File: src/rtl/core/wss_pkg.sv
// ----------------------------------------------------------------------------
// wss_pkg
// Types and constants shared by the weekly schedule relay switch modules.
// ----------------------------------------------------------------------------
package wss_pkg;

   localparam int SEC_W  = 17;
   localparam int SLOT_W = 5;

   localparam logic [1:0] REQ_WRITE_REC  = 2'd0;
   localparam logic [1:0] REQ_WRITE_ONCE = 2'd1;
   localparam logic [1:0] REQ_TICK       = 2'd2;

   localparam logic [4:0] HOUR_LIMIT    = 5'd24;
   localparam logic [5:0] MINSEC_LIMIT  = 6'd60;
   localparam logic [SEC_W-1:0] SECS_PER_HOUR = 17'd3600;
   localparam logic [SEC_W-1:0] SECS_PER_MIN  = 17'd60;

   localparam logic [SLOT_W-1:0] SLOT_ONE_TIME = 5'd16;
   localparam logic [SLOT_W-1:0] SLOT_NONE     = 5'd17;

   typedef struct packed {
      logic             active;
      logic [SEC_W-1:0] start_s;
      logic [SEC_W-1:0] end_s;
      logic [6:0]       mask;
   } window_type;

   typedef struct packed {
      logic [1:0] kind;
      logic [3:0] index;
      logic       write_good;
      window_type window;
      logic [2:0] day;
   } cmd_type;

   typedef struct packed {
      logic              write_ok;
      logic              one_time_expired;
      logic [SLOT_W-1:0] matched_slot;
      logic              relay_changed;
      logic              relay_on;
   } result_type;

   typedef enum logic [1:0] {
      ST_IDLE,
      ST_EXEC,
      ST_SCAN,
      ST_DONE
   } seq_state_type;

   function automatic logic [SEC_W-1:0] to_seconds(input logic [4:0] h, input logic [5:0] m,
                                                   input logic [5:0] s);
      to_seconds = SEC_W'(h) * SECS_PER_HOUR + SEC_W'(m) * SECS_PER_MIN + SEC_W'(s);
   endfunction

   function automatic logic time_ok(input logic [4:0] h, input logic [5:0] m,
                                    input logic [5:0] s);
      time_ok = (h < HOUR_LIMIT) && (m < MINSEC_LIMIT) && (s < MINSEC_LIMIT);
   endfunction

   function automatic logic covers(input logic [SEC_W-1:0] now, input window_type w);
      covers = (now >= w.start_s) && (now <= w.end_s);
   endfunction

   function automatic logic window_hit(input window_type w, input logic [SEC_W-1:0] now,
                                       input logic [2:0] day);
      logic [7:0] daybit;
      daybit     = 8'd1 << day;
      window_hit = w.active && covers(now, w) && ((w.mask & daybit[6:0]) != 7'd0);
   endfunction

endpackage

File: src/rtl/core/wss_window_mem.sv
// ----------------------------------------------------------------------------
// wss_window_mem
// Recurring window store: one write port, one registered read port, with a
// valid bit per entry so that never-written entries read as inactive.
// ----------------------------------------------------------------------------
module wss_window_mem #(
   parameter int NUM_WINDOWS = 16
) (
   input  logic                                                   clock,
   input  logic                                                   reset,
   input  logic                                                   wr_en,
   input  logic [(NUM_WINDOWS > 1 ? $clog2(NUM_WINDOWS) : 1)-1:0] wr_addr,
   input  wss_pkg::window_type                                    wr_data,
   input  logic                                                   rd_en,
   input  logic [(NUM_WINDOWS > 1 ? $clog2(NUM_WINDOWS) : 1)-1:0] rd_addr,
   output wss_pkg::window_type                                    rd_data
);
   import wss_pkg::*;

   window_type             mem_ff [NUM_WINDOWS];
   window_type             rd_ff;
   logic [NUM_WINDOWS-1:0] valid_ff;
   logic                   rd_valid_ff;

   always_ff @(posedge clock) begin
      if (wr_en) begin
         mem_ff[wr_addr] <= wr_data;
      end
      if (rd_en) begin
         rd_ff <= mem_ff[rd_addr];
      end
   end

   always_ff @(posedge clock) begin
      if (reset) begin
         valid_ff    <= '0;
         rd_valid_ff <= 1'b0;
      end else begin
         if (wr_en) begin
            valid_ff[wr_addr] <= 1'b1;
         end
         if (rd_en) begin
            rd_valid_ff <= valid_ff[rd_addr];
         end
      end
   end

   always_comb begin
      rd_data        = rd_ff;
      rd_data.active = rd_ff.active && rd_valid_ff;
   end

endmodule

File: src/rtl/core/wss_sequencer.sv
// ----------------------------------------------------------------------------
// wss_sequencer
// Executes one request: stores windows, or walks the window store one entry
// a cycle, tries the one-time window and updates the relay.
// ----------------------------------------------------------------------------
module wss_sequencer #(
   parameter int NUM_WINDOWS = 16
) (
   input  logic                                                   clock,
   input  logic                                                   reset,
   input  logic                                                   sched_en,
   input  logic                                                   cmd_valid,
   output logic                                                   cmd_ready,
   input  wss_pkg::cmd_type                                       cmd,
   output logic                                                   mem_wr_en,
   output logic [(NUM_WINDOWS > 1 ? $clog2(NUM_WINDOWS) : 1)-1:0] mem_wr_addr,
   output wss_pkg::window_type                                    mem_wr_data,
   output logic                                                   mem_rd_en,
   output logic [(NUM_WINDOWS > 1 ? $clog2(NUM_WINDOWS) : 1)-1:0] mem_rd_addr,
   input  wss_pkg::window_type                                    mem_rd_data,
   output logic                                                   res_valid,
   input  logic                                                   res_take,
   output wss_pkg::result_type                                    res
);
   import wss_pkg::*;

   localparam int IDX_W = NUM_WINDOWS > 1 ? $clog2(NUM_WINDOWS) : 1;
   localparam int CNT_W = $clog2(NUM_WINDOWS + 1);

   seq_state_type state_ff, state_in;
   cmd_type       cmd_ff, cmd_in;
   logic [CNT_W-1:0] cnt_ff, cnt_in;
   logic          relay_ff, relay_in;
   window_type    once_ff, once_in;
   result_type    res_ff, res_in;

   always_ff @(posedge clock) begin
      if (reset) begin
         state_ff <= ST_IDLE;
         relay_ff <= 1'b0;
         once_ff  <= '0;
      end else begin
         state_ff <= state_in;
         relay_ff <= relay_in;
         once_ff  <= once_in;
      end
   end

   always_ff @(posedge clock) begin
      cmd_ff <= cmd_in;
      cnt_ff <= cnt_in;
      res_ff <= res_in;
   end

   always_comb begin
      logic             want;
      logic             fin;
      logic             expired;
      logic [SLOT_W-1:0] slot;
      logic [CNT_W-1:0] ev_idx;

      state_in    = state_ff;
      cmd_in      = cmd_ff;
      cnt_in      = cnt_ff;
      relay_in    = relay_ff;
      once_in     = once_ff;
      res_in      = res_ff;
      cmd_ready   = (state_ff == ST_IDLE);
      res_valid   = (state_ff == ST_DONE);
      res         = res_ff;
      mem_wr_en   = 1'b0;
      mem_wr_addr = IDX_W'(cmd_ff.index);
      mem_wr_data = cmd_ff.window;
      mem_rd_en   = 1'b0;
      mem_rd_addr = '0;
      want        = 1'b0;
      fin         = 1'b0;
      expired     = 1'b0;
      slot        = SLOT_NONE;
      ev_idx      = CNT_W'(cnt_ff - CNT_W'(1));

      case (state_ff)
         ST_IDLE: begin
            if (cmd_valid) begin
               cmd_in   = cmd;
               state_in = ST_EXEC;
            end
         end
         ST_EXEC: begin
            res_in.write_ok         = 1'b0;
            res_in.one_time_expired = 1'b0;
            res_in.matched_slot     = SLOT_NONE;
            res_in.relay_changed    = 1'b0;
            res_in.relay_on         = relay_ff;
            state_in                = ST_DONE;
            case (cmd_ff.kind)
               REQ_WRITE_REC: begin
                  if (cmd_ff.write_good && (32'(cmd_ff.index) < NUM_WINDOWS)) begin
                     mem_wr_en       = 1'b1;
                     res_in.write_ok = 1'b1;
                  end
               end
               REQ_WRITE_ONCE: begin
                  if (cmd_ff.write_good) begin
                     once_in         = cmd_ff.window;
                     res_in.write_ok = 1'b1;
                  end
               end
               REQ_TICK: begin
                  if (sched_en) begin
                     mem_rd_en = 1'b1;
                     cnt_in    = CNT_W'(1);
                     state_in  = ST_SCAN;
                  end
               end
               default: begin
               end
            endcase
         end
         ST_SCAN: begin
            if (window_hit(mem_rd_data, cmd_ff.window.start_s, cmd_ff.day)) begin
               slot = SLOT_W'(ev_idx);
               want = 1'b1;
               fin  = 1'b1;
            end else if (cnt_ff == CNT_W'(NUM_WINDOWS)) begin
               fin = 1'b1;
               if (once_ff.active) begin
                  if (window_hit(once_ff, cmd_ff.window.start_s, cmd_ff.day)) begin
                     slot = SLOT_ONE_TIME;
                     want = 1'b1;
                  end else if ((cmd_ff.window.start_s >= once_ff.start_s) &&
                               (cmd_ff.window.start_s > once_ff.end_s)) begin
                     once_in.active = 1'b0;
                     expired        = 1'b1;
                  end
               end
            end else begin
               mem_rd_en   = 1'b1;
               mem_rd_addr = cnt_ff[IDX_W-1:0];
               cnt_in      = CNT_W'(cnt_ff + CNT_W'(1));
            end
            if (fin) begin
               relay_in                = want;
               res_in.relay_on         = want;
               res_in.relay_changed    = (want != relay_ff);
               res_in.matched_slot     = slot;
               res_in.one_time_expired = expired;
               state_in                = ST_DONE;
            end
         end
         ST_DONE: begin
            if (res_take) begin
               state_in = ST_IDLE;
            end
         end
         default: begin
            state_in = ST_IDLE;
         end
      endcase
   end

endmodule

File: src/rtl/core/weekly_schedule_relay_switch.sv
// ----------------------------------------------------------------------------
// weekly_schedule_relay_switch
// Relay driven by a store of recurring weekly time windows and one one-time
// window; write items store windows, tick items update the relay.
// ----------------------------------------------------------------------------
// Flow: an accepted item passes ST_EXEC, then for an enabled tick ST_SCAN, which
//   walks the window store through its single read port up to the first matching
//   window, then ST_DONE; the result is registered into rsp_tdata. One item at a
//   time: a new item is taken only after the last result has left ST_DONE.
// Reset: relay off, all windows inactive, scheduling disabled; no clearing pass.
module weekly_schedule_relay_switch #(
   parameter int NUM_WINDOWS = 16
) (
   input  logic        clock,
   input  logic        reset,
   input  logic        req_tvalid,
   output logic        req_tready,
   // entry_index, active, time_a_hour, time_a_minute, time_a_second, end_hour,
   // end_minute, end_second, weekday_mask, day_of_week, zero fill
   input  logic [55:0] req_tdata,
   // req_type
   input  logic [1:0]  req_tuser,
   output logic        rsp_tvalid,
   input  logic        rsp_tready,
   // relay_on, relay_changed, matched_slot, one_time_expired, write_ok, zero fill
   output logic [15:0] rsp_tdata,
   input  logic        csr_valid,
   output logic        csr_ready,
   input  logic        csr_data
);
   import wss_pkg::*;

   localparam int IDX_W = NUM_WINDOWS > 1 ? $clog2(NUM_WINDOWS) : 1;

   cmd_type    cmd;
   logic       enable_ff;
   logic       rsp_valid_ff, rsp_valid_in;
   result_type rsp_ff;
   logic       res_valid;
   logic       res_take;
   result_type res;
   logic             mem_wr_en;
   logic [IDX_W-1:0] mem_wr_addr;
   window_type       mem_wr_data;
   logic             mem_rd_en;
   logic [IDX_W-1:0] mem_rd_addr;
   window_type       mem_rd_data;

   always_comb begin
      cmd.kind           = req_tuser;
      cmd.index          = req_tdata[3:0];
      cmd.window.active  = req_tdata[4];
      cmd.window.start_s = to_seconds(req_tdata[9:5], req_tdata[15:10], req_tdata[21:16]);
      cmd.window.end_s   = to_seconds(req_tdata[26:22], req_tdata[32:27], req_tdata[38:33]);
      cmd.window.mask    = req_tdata[45:39];
      cmd.day            = req_tdata[48:46];
      cmd.write_good     = time_ok(req_tdata[9:5], req_tdata[15:10], req_tdata[21:16]) &&
                           time_ok(req_tdata[26:22], req_tdata[32:27], req_tdata[38:33]);
   end

   assign csr_ready = 1'b1;

   always_ff @(posedge clock) begin
      if (reset) begin
         enable_ff <= 1'b0;
      end else if (csr_valid) begin
         enable_ff <= csr_data;
      end
   end

   assign res_take     = !rsp_valid_ff || rsp_tready;
   assign rsp_valid_in = (res_valid && res_take) || (rsp_valid_ff && !rsp_tready);

   always_ff @(posedge clock) begin
      if (reset) begin
         rsp_valid_ff <= 1'b0;
      end else begin
         rsp_valid_ff <= rsp_valid_in;
      end
   end

   always_ff @(posedge clock) begin
      if (res_valid && res_take) begin
         rsp_ff <= res;
      end
   end

   assign rsp_tvalid = rsp_valid_ff;
   assign rsp_tdata  = {7'd0, rsp_ff};

   wss_window_mem #(
      .NUM_WINDOWS(NUM_WINDOWS)
   ) u_mem (
      .clock   (clock),
      .reset   (reset),
      .wr_en   (mem_wr_en),
      .wr_addr (mem_wr_addr),
      .wr_data (mem_wr_data),
      .rd_en   (mem_rd_en),
      .rd_addr (mem_rd_addr),
      .rd_data (mem_rd_data)
   );

   wss_sequencer #(
      .NUM_WINDOWS(NUM_WINDOWS)
   ) u_seq (
      .clock       (clock),
      .reset       (reset),
      .sched_en    (enable_ff),
      .cmd_valid   (req_tvalid),
      .cmd_ready   (req_tready),
      .cmd         (cmd),
      .mem_wr_en   (mem_wr_en),
      .mem_wr_addr (mem_wr_addr),
      .mem_wr_data (mem_wr_data),
      .mem_rd_en   (mem_rd_en),
      .mem_rd_addr (mem_rd_addr),
      .mem_rd_data (mem_rd_data),
      .res_valid   (res_valid),
      .res_take    (res_take),
      .res         (res)
   );

   a_one_at_a_time: assert property (@(posedge clock) disable iff (reset)
      req_tvalid && req_tready |=> !req_tready)
      else $error("request taken while an item is in flight");

   a_match_drives_relay: assert property (@(posedge clock) disable iff (reset)
      rsp_valid_ff && (rsp_ff.matched_slot != SLOT_NONE) |-> rsp_ff.relay_on)
      else $error("matched window without relay on");

   a_write_quiet: assert property (@(posedge clock) disable iff (reset)
      rsp_valid_ff && rsp_ff.write_ok |->
         !rsp_ff.relay_changed && !rsp_ff.one_time_expired &&
         (rsp_ff.matched_slot == SLOT_NONE))
      else $error("write item reported tick activity");

   a_no_write_while_scan: assert property (@(posedge clock) disable iff (reset)
      mem_rd_en |-> !mem_wr_en)
      else $error("window store read and written in one cycle");

endmodule

File: config.mk
export PLATFORM = sky130hd
export DESIGN_NAME = weekly_schedule_relay_switch
export DESIGN_NICKNAME = d
export VERILOG_FILES = /design/src/rtl/core/wss_pkg.sv /design/src/rtl/core/wss_window_mem.sv /design/src/rtl/core/wss_sequencer.sv /design/src/rtl/core/weekly_schedule_relay_switch.sv
export SDC_FILE = /design/constraint.sdc
export NUM_CORES = 1
export LEC_CHECK = 0
export ABC_AREA = 1
export ABC_CLOCK_PERIOD_IN_PS = 5900
export BUFFER_PORTS_ARGS = -buffer_cell sky130_fd_sc_hd__buf_2
export CORE_MARGIN = 2
export CORE_UTILIZATION = 60
export DETAILED_ROUTE_END_ITERATION = 7
export PLACE_DENSITY_LB_ADDON = 0.12
export SKIP_CTS_REPAIR_TIMING = 1
export SLEW_MARGIN = 20
export SYNTH_ARGS = -nofsm -noshare
export SYNTH_HDL_FRONTEND = slang
export SYNTH_SLANG_ARGS = --single-unit
File: constraint.sdc
create_clock -name clock -period 5.9 [get_ports clock]
set_input_delay 0.295 -clock clock [delete_from_list [all_inputs] [get_ports clock]]
set_output_delay 0.295 -clock clock [all_outputs]
set_load 0.05 [all_outputs]
# Word level (Yosys, flattened, before mapping)
# Memories as Yosys holds them, arrays and structs flattened. A register that Yosys moved wholly into a read port is not among the register bits.
# Index checks and enable logic that the tools add are counted.
totals:
  word_cells: 163
  output_inout_bits: 19
  mem_count: 1
  ramBits: 672
  reg_bits: 139
op_classes:
  n_mux: 55
  n_mul: 4
  n_eq_ne: 17
  n_shift: 1
  order_cmp: 14
  add_sub_neg: 6
  n_reduce_logical: 33
  n_bitwise: 3
memory_table:
  columns: ["memory", "depth", "width", "read_ports", "rd_clocked_by_memory_dff", "wr", "line_no", "source"]
  rows:
  - ["u_mem.mem_ff", 16, 42, 1, 1, 1, "wss_window_mem.sv:20", "window_type mem_ff [NUM_WINDOWS];"]
ops:
  columns: ["op", "count"]
  rows:
  - ["2-to-1 mux 42 bit", 2]
  - ["2-to-1 mux 5 bit", 7]
  - ["adder 17 x 12 -> 17 bit", 2]
  - ["adder 17 x 6 -> 17 bit", 2]
  - ["greater-or-equal comparator 17 bit", 2]
  - ["less-or-equal comparator 17 bit", 2]
  - ["2-to-1 mux 1 bit", 31]
  - ["multiplier 5 x 8 -> 13 bit, second input constant", 2]
  - ["< comparator 6 bit, second input constant", 4]
  - ["multiplier 6 x 4 -> 10 bit, second input constant", 2]
  - ["> comparator 17 bit", 1]
  - ["logical AND 1 bit", 16]
  - ["bitwise OR 16 bit", 1]
  - ["one-hot mux 8 bit (2 select lines)", 1]
  - ["bitwise AND 7 bit", 2]
  - ["nonzero test 7 bit", 2]
  - ["2-to-1 mux 4 bit", 3]
  - ["inequality test 2 bit, second input constant", 6]
  - ["< comparator 4 x 5 -> 1 bit, second input constant", 2]
  - ["< comparator 5 bit, second input constant", 2]
  - ["one-hot mux 5 bit (2 select lines)", 1]
  - ["AND reduction 5 bit", 2]
  - ["2-to-1 mux 2 bit", 4]
  - ["2-to-1 mux 8 bit", 1]
  - ["20 further kinds", 33]

# Logic depth before layout (Yosys ltp)
logic_depth:
  ltp_word: 12
  ltp_mapped: 24
  ltp_nobuf: 24

# Modules after synthesis
# Synthesis repeated with hierarchy kept, for this count alone.
hier_totals:
  cells_unflattened: 3398
  area_unflattened_um2: 38987.4
by_module_without_submodules:
  columns: ["module", "seq_area_each_um2", "n_inst", "area_each_um2", "cells_each"]
  rows:
  - ["wss_window_mem", 21780.9, 1, 28627.5, 2149]
  - ["wss_sequencer", 2882.8, 1, 6401.1, 742]
  - ["weekly_schedule_relay_switch", 310.3, 1, 3958.8, 507]

# Worst setup path after synthesis
# No wires, ideal clock.
synth_timing:
  path_type: "reg-to-reg"
  from: "reg u_seq.cmd_ff, in the netlist u_seq.mem_wr_data[32]"
  to: "reg u_mem.rd_data[0] (netlist name)"
  path_stages_with_launch: 12
  slack_ns: 1.636
  t_arrival_ns: 3.806
  period_less_slack_ns: 4.264
  n_path_buf: 0
  setup_time_ns: 0.459
  cell_sequence: "edfxtp_1 ha_1 nand2_1 nor2_1 nand3_1 nor2_1 nor2_1 nand2_1 nand2_1 nand3_4 nand2_4 a21oi_1"
synth_via:
  elab_chain_cells: 6
  elab_cells_between_ends: 9
synth_rtl:
  columns: ["item", "line_no", "source"]
  rows:
  - ["start: declaration", "wss_sequencer.sv:31", "cmd_type cmd_ff, cmd_in;"]
  - ["start signal: assignment", "wss_sequencer.sv:50", "cmd_ff <= cmd_in;"]
  - ["greater-or-equal comparator 17 bit / less-or-equal comparator 17 bit (equally long branches)", "wss_pkg.sv:63", "covers = (now >= w.start_s) && (now <= w.end_s);"]
  - ["logical AND 1 bit *", "wss_pkg.sv:63", null]
  - ["logical AND 1 bit * (2 in a row)", "wss_pkg.sv:70", "window_hit = w.active && covers(now, w) && ((w.mask & daybit[6:0]) != 7'd0);"]
  - ["2-to-1 mux 1 bit *", "wss_sequencer.sv:121", "if (window_hit(mem_rd_data, cmd_ff.window.start_s, cmd_ff.day)) begin"]
  - ["one-hot mux 1 bit (2 select lines) *", "wss_sequencer.sv:82", "case (state_ff)"]
  - ["named net mem_rd_en", "weekly_schedule_relay_switch.sv:45", "logic mem_rd_en;"]
# Mark *: on every way through the listed nets, which the timed path passes. The rest lies on a longest branch.
# A chain may end at the register's enable or synchronous reset.

# Final worst setup path
layout_timing:
  from: "reg u_seq.cmd_ff, in the netlist u_seq.mem_wr_data[36]"
  to: "reg u_mem.rd_data[8] (netlist name)"
layout_via:
  elab_chain_cells: 6
  elab_cells_between_ends: 9
layout_rtl:
  columns: ["item", "line_no"]
  rows:
  - ["greater-or-equal comparator 17 bit / less-or-equal comparator 17 bit (equally long branches)", "wss_pkg.sv:63"]
  - ["logical AND 1 bit *", "wss_pkg.sv:63"]
  - ["logical AND 1 bit * (2 in a row)", "wss_pkg.sv:70"]
  - ["2-to-1 mux 1 bit / 2-to-1 mux 4 bit (equally long branches)", "wss_sequencer.sv:121"]
  - ["one-hot mux 1 bit (2 select lines) / 2-to-1 mux 4 bit (equally long branches)", "wss_sequencer.sv:82"]
# Mark *: on every way between the ends. The rest lies on a longest branch, timed or not.

==> metrics <==
die height 257.6 um; Slew Limit Headroom 0.3235; Pint 12.41 mW; # rows 92; Routed WL 95220 um; Die Area 0.06633 mm2; RSZ-0062 raised after global routing no; cell area after synthesis 0.03857 mm2; DR WL/cell 22.87 um; pin count of the biggest net entering global routing 177; Initial Util 0.6093; Switching Fraction 0.3293; share of power burned in registers 0.438; Synth area leader edfxtp_1; DR iter-0 viols 2839; clock latency on the worst-skew pair 630 ps; post-layout min period 4658 ps; hold path cells 2; Arr. time, crit path 5020 ps; Post-Syn Instances 3183; CTS tree yes; FMAX 214.7 MHz; GPL Wtd Cong 0.8402; share of post-route cells with drive strength above 1 0.08836; H-tree depth 3; Comb power frac 0.268; vias post-DR 25308; HPWL after detailed placement 51300 um; post-synthesis sequential area ratio 0.6474; Synth top area share 0.6142; Syn Area/Cell 12.12 um2; fin util 0.6776; first-pass GRT wire length 143200 um; Max Cap Viol 0; Root Buffer clkbuf_16; Final #Nets 3519; Yosys reg bits 853; WS Path Type register to register; commonest non-fill, non-tap cell in the layout edfxtp_1; CTS Buffer Depth 3; Vias/cell 6.079; Core Region 0.06331 mm2; VDD IR max 0.3423 mV; Die Width 257.6 um; skew final 24.51 ps; Worst Path Required 6260 ps; # setup viols final 0; leakage 16.04 nW; post-synthesis cell type count 46; Pre-antenna DRT Iters 8; commonest non-fill, non-tap cells in the layout 789 x edfxtp_1, 379 x inv_1, 345 x nand2_1; fill cell count 4529; Remaining DRCs 0; run status finished, final reports clean; Final Hold Viols 0; hold slack 29.56 ps; R2R depth 18; vias in the first global route 24354; ratio of final minimum period to clock period 0.7894; Worst Path Max Fanout 115; Num Clock Sinks 853; GRT Total Usage 0.2860; Net Switching 6.093 mW; Critical Path Source Type register; Synth Warn # 0; Port Buffer Count 67; initial antenna violation count 0; gr ovfl total 0; Area Overhead vs Synth 11.22%; Pwr Total 18.50 mW; Slew Limit Fails 0; Final ANT Viol Nets 0; pwr dens 431.3 mW/mm2; Clock Pin Slew Worst Setup and Hold Paths 60 ps; min-delay worst type primary input to register; Area contributors post-synth edfxtp_1 61%, o211ai_1 6.7%, ha_1 5.7%; I/O Pins 83; number of buffers created by CTS 85; Slew @ Worst Pin 1015 ps; Worst setup EP type register; setup TNS 0 ps; Clk network pwr share 0.294
[final cells by class]
type                            instances  area, um2  area share
Timing Repair Buffer                  155       1211     0.02823
Clock buffer                          103       2257     0.05261
Antenna cell                            1      2.502  0.00005833
Clock inverter                         51      528.0     0.01231
Sequential cell                       853      24970      0.5821
Inverter                              386       1451     0.03383
Tap cell                              846       1059     0.02467
Multi-Input combinational cell       1768      11420      0.2661
[Yosys cell counts (all sizes together)]
cell type,instances
a21oi,275
nor4,1
edfxtp,789
nor4b,1
and2,1
clkinv,1
nor3b,2
inv,385
clkbuf,67
o311a,1
nand3b,6
nand2,347
buf,115
a21o,11
o21ai,234
a211oi,1
fa,30
or2,3
o2111ai,1
conb,2
a31oi,1
o211ai,343
nand4,28
a41oi,2
nand3,130
nor3,6
nor2,114
ha,176
dfxtp,64
xnor2,17
xor2,28
o22ai,1
[worst max-delay path, stage by stage (launching register included)]
cell,delay [ps]
edfxtp_1,990
ha_1,390
nand2_1,90
inv_1,40
nand2_1,60
nand2_1,40
nand2_1,50
nand2_1,70
nor2_1,100
nand2_1,50
nand2_1,280
nand3_4,430
nand2_8,690
buf_12,400
nand2_1,90
o211ai_1,110
o211ai_1,140
nand3_1,170
nand2_1,90
[through the flow]
stage                     setup WS [ps]  cells  area (um2)
after floorplan                    1636   3189       38600
after global placement             1273   3982       39850
after detailed placement           1205   3982       39850
after CTS                          1292   4136       42640
after global routing               1051   4162       42900
final                              1242   4163       42900
[kinds of logic (layout without fill, tap and decap cells)]
| family | Yosys count | count (layout) | synth area share |
|---|---|---|---|
| compound gates | 870 | 870 | 0.1367 |
| flops | 853 | 853 | 0.6474 |
| simple gates | 639 | 639 | 0.07149 |
| buf+inv | 568 | 695 | 0.06131 |
| fa+ha+maj | 206 | 206 | 0.07266 |
| xor+xnor | 45 | 45 | 0.01022 |
| other cells | 2 | 9 | 0.0001947 |
[power groups by stage]
| stage | Sequential (mW) | Clock [mW] | Combinational, mW |
|---|---|---|---|
| 6_report | 8.10 | 5.44 | 4.96 |
| 5_1_grt | 8.14 | 5.74 | 5.51 |
| 4_1_cts | 8.09 | 5.48 | 4.92 |
| 3_5_place_dp | 8.22 | 0 | 4.87 |
| 3_3_place_gp | 8.19 | 0 | 4.71 |
| 2_1_floorplan | 8.06 | 0 | 3.43 |
[state kept, by name (all words and copies together) (netlist names), 5 cells and up]
register	flops
u_seq.once_ff	42
rsp_tdata	9
u_seq.mem_wr_data	42
u_seq.cmd_ff	6
u_seq.cnt_ff	5
u_mem.rd_data	41
u_mem.mem_ff	672
u_mem.valid_ff	16
u_seq.res	9
[final timing paths]
check                             start                    to  slack, ps
hold reg to reg            u_seq.res[6]          rsp_tdata[6]        420
hold / removal            req_tdata[27]  u_seq.mem_wr_data[9]         30
setup reg to reg  u_seq.mem_wr_data[36]      u_mem.rd_data[8]       1240
setup / recovery  u_seq.mem_wr_data[36]      u_mem.rd_data[8]       1240
[metal layers]
metal  routed length [um]  track usage
met5                    0            0
met4                 2850      0.09602
met3                 7812      0.04299
met2                46320       0.4766
met1                38240       0.3890
No activity file was read; power rests on OpenSTA's default activity.
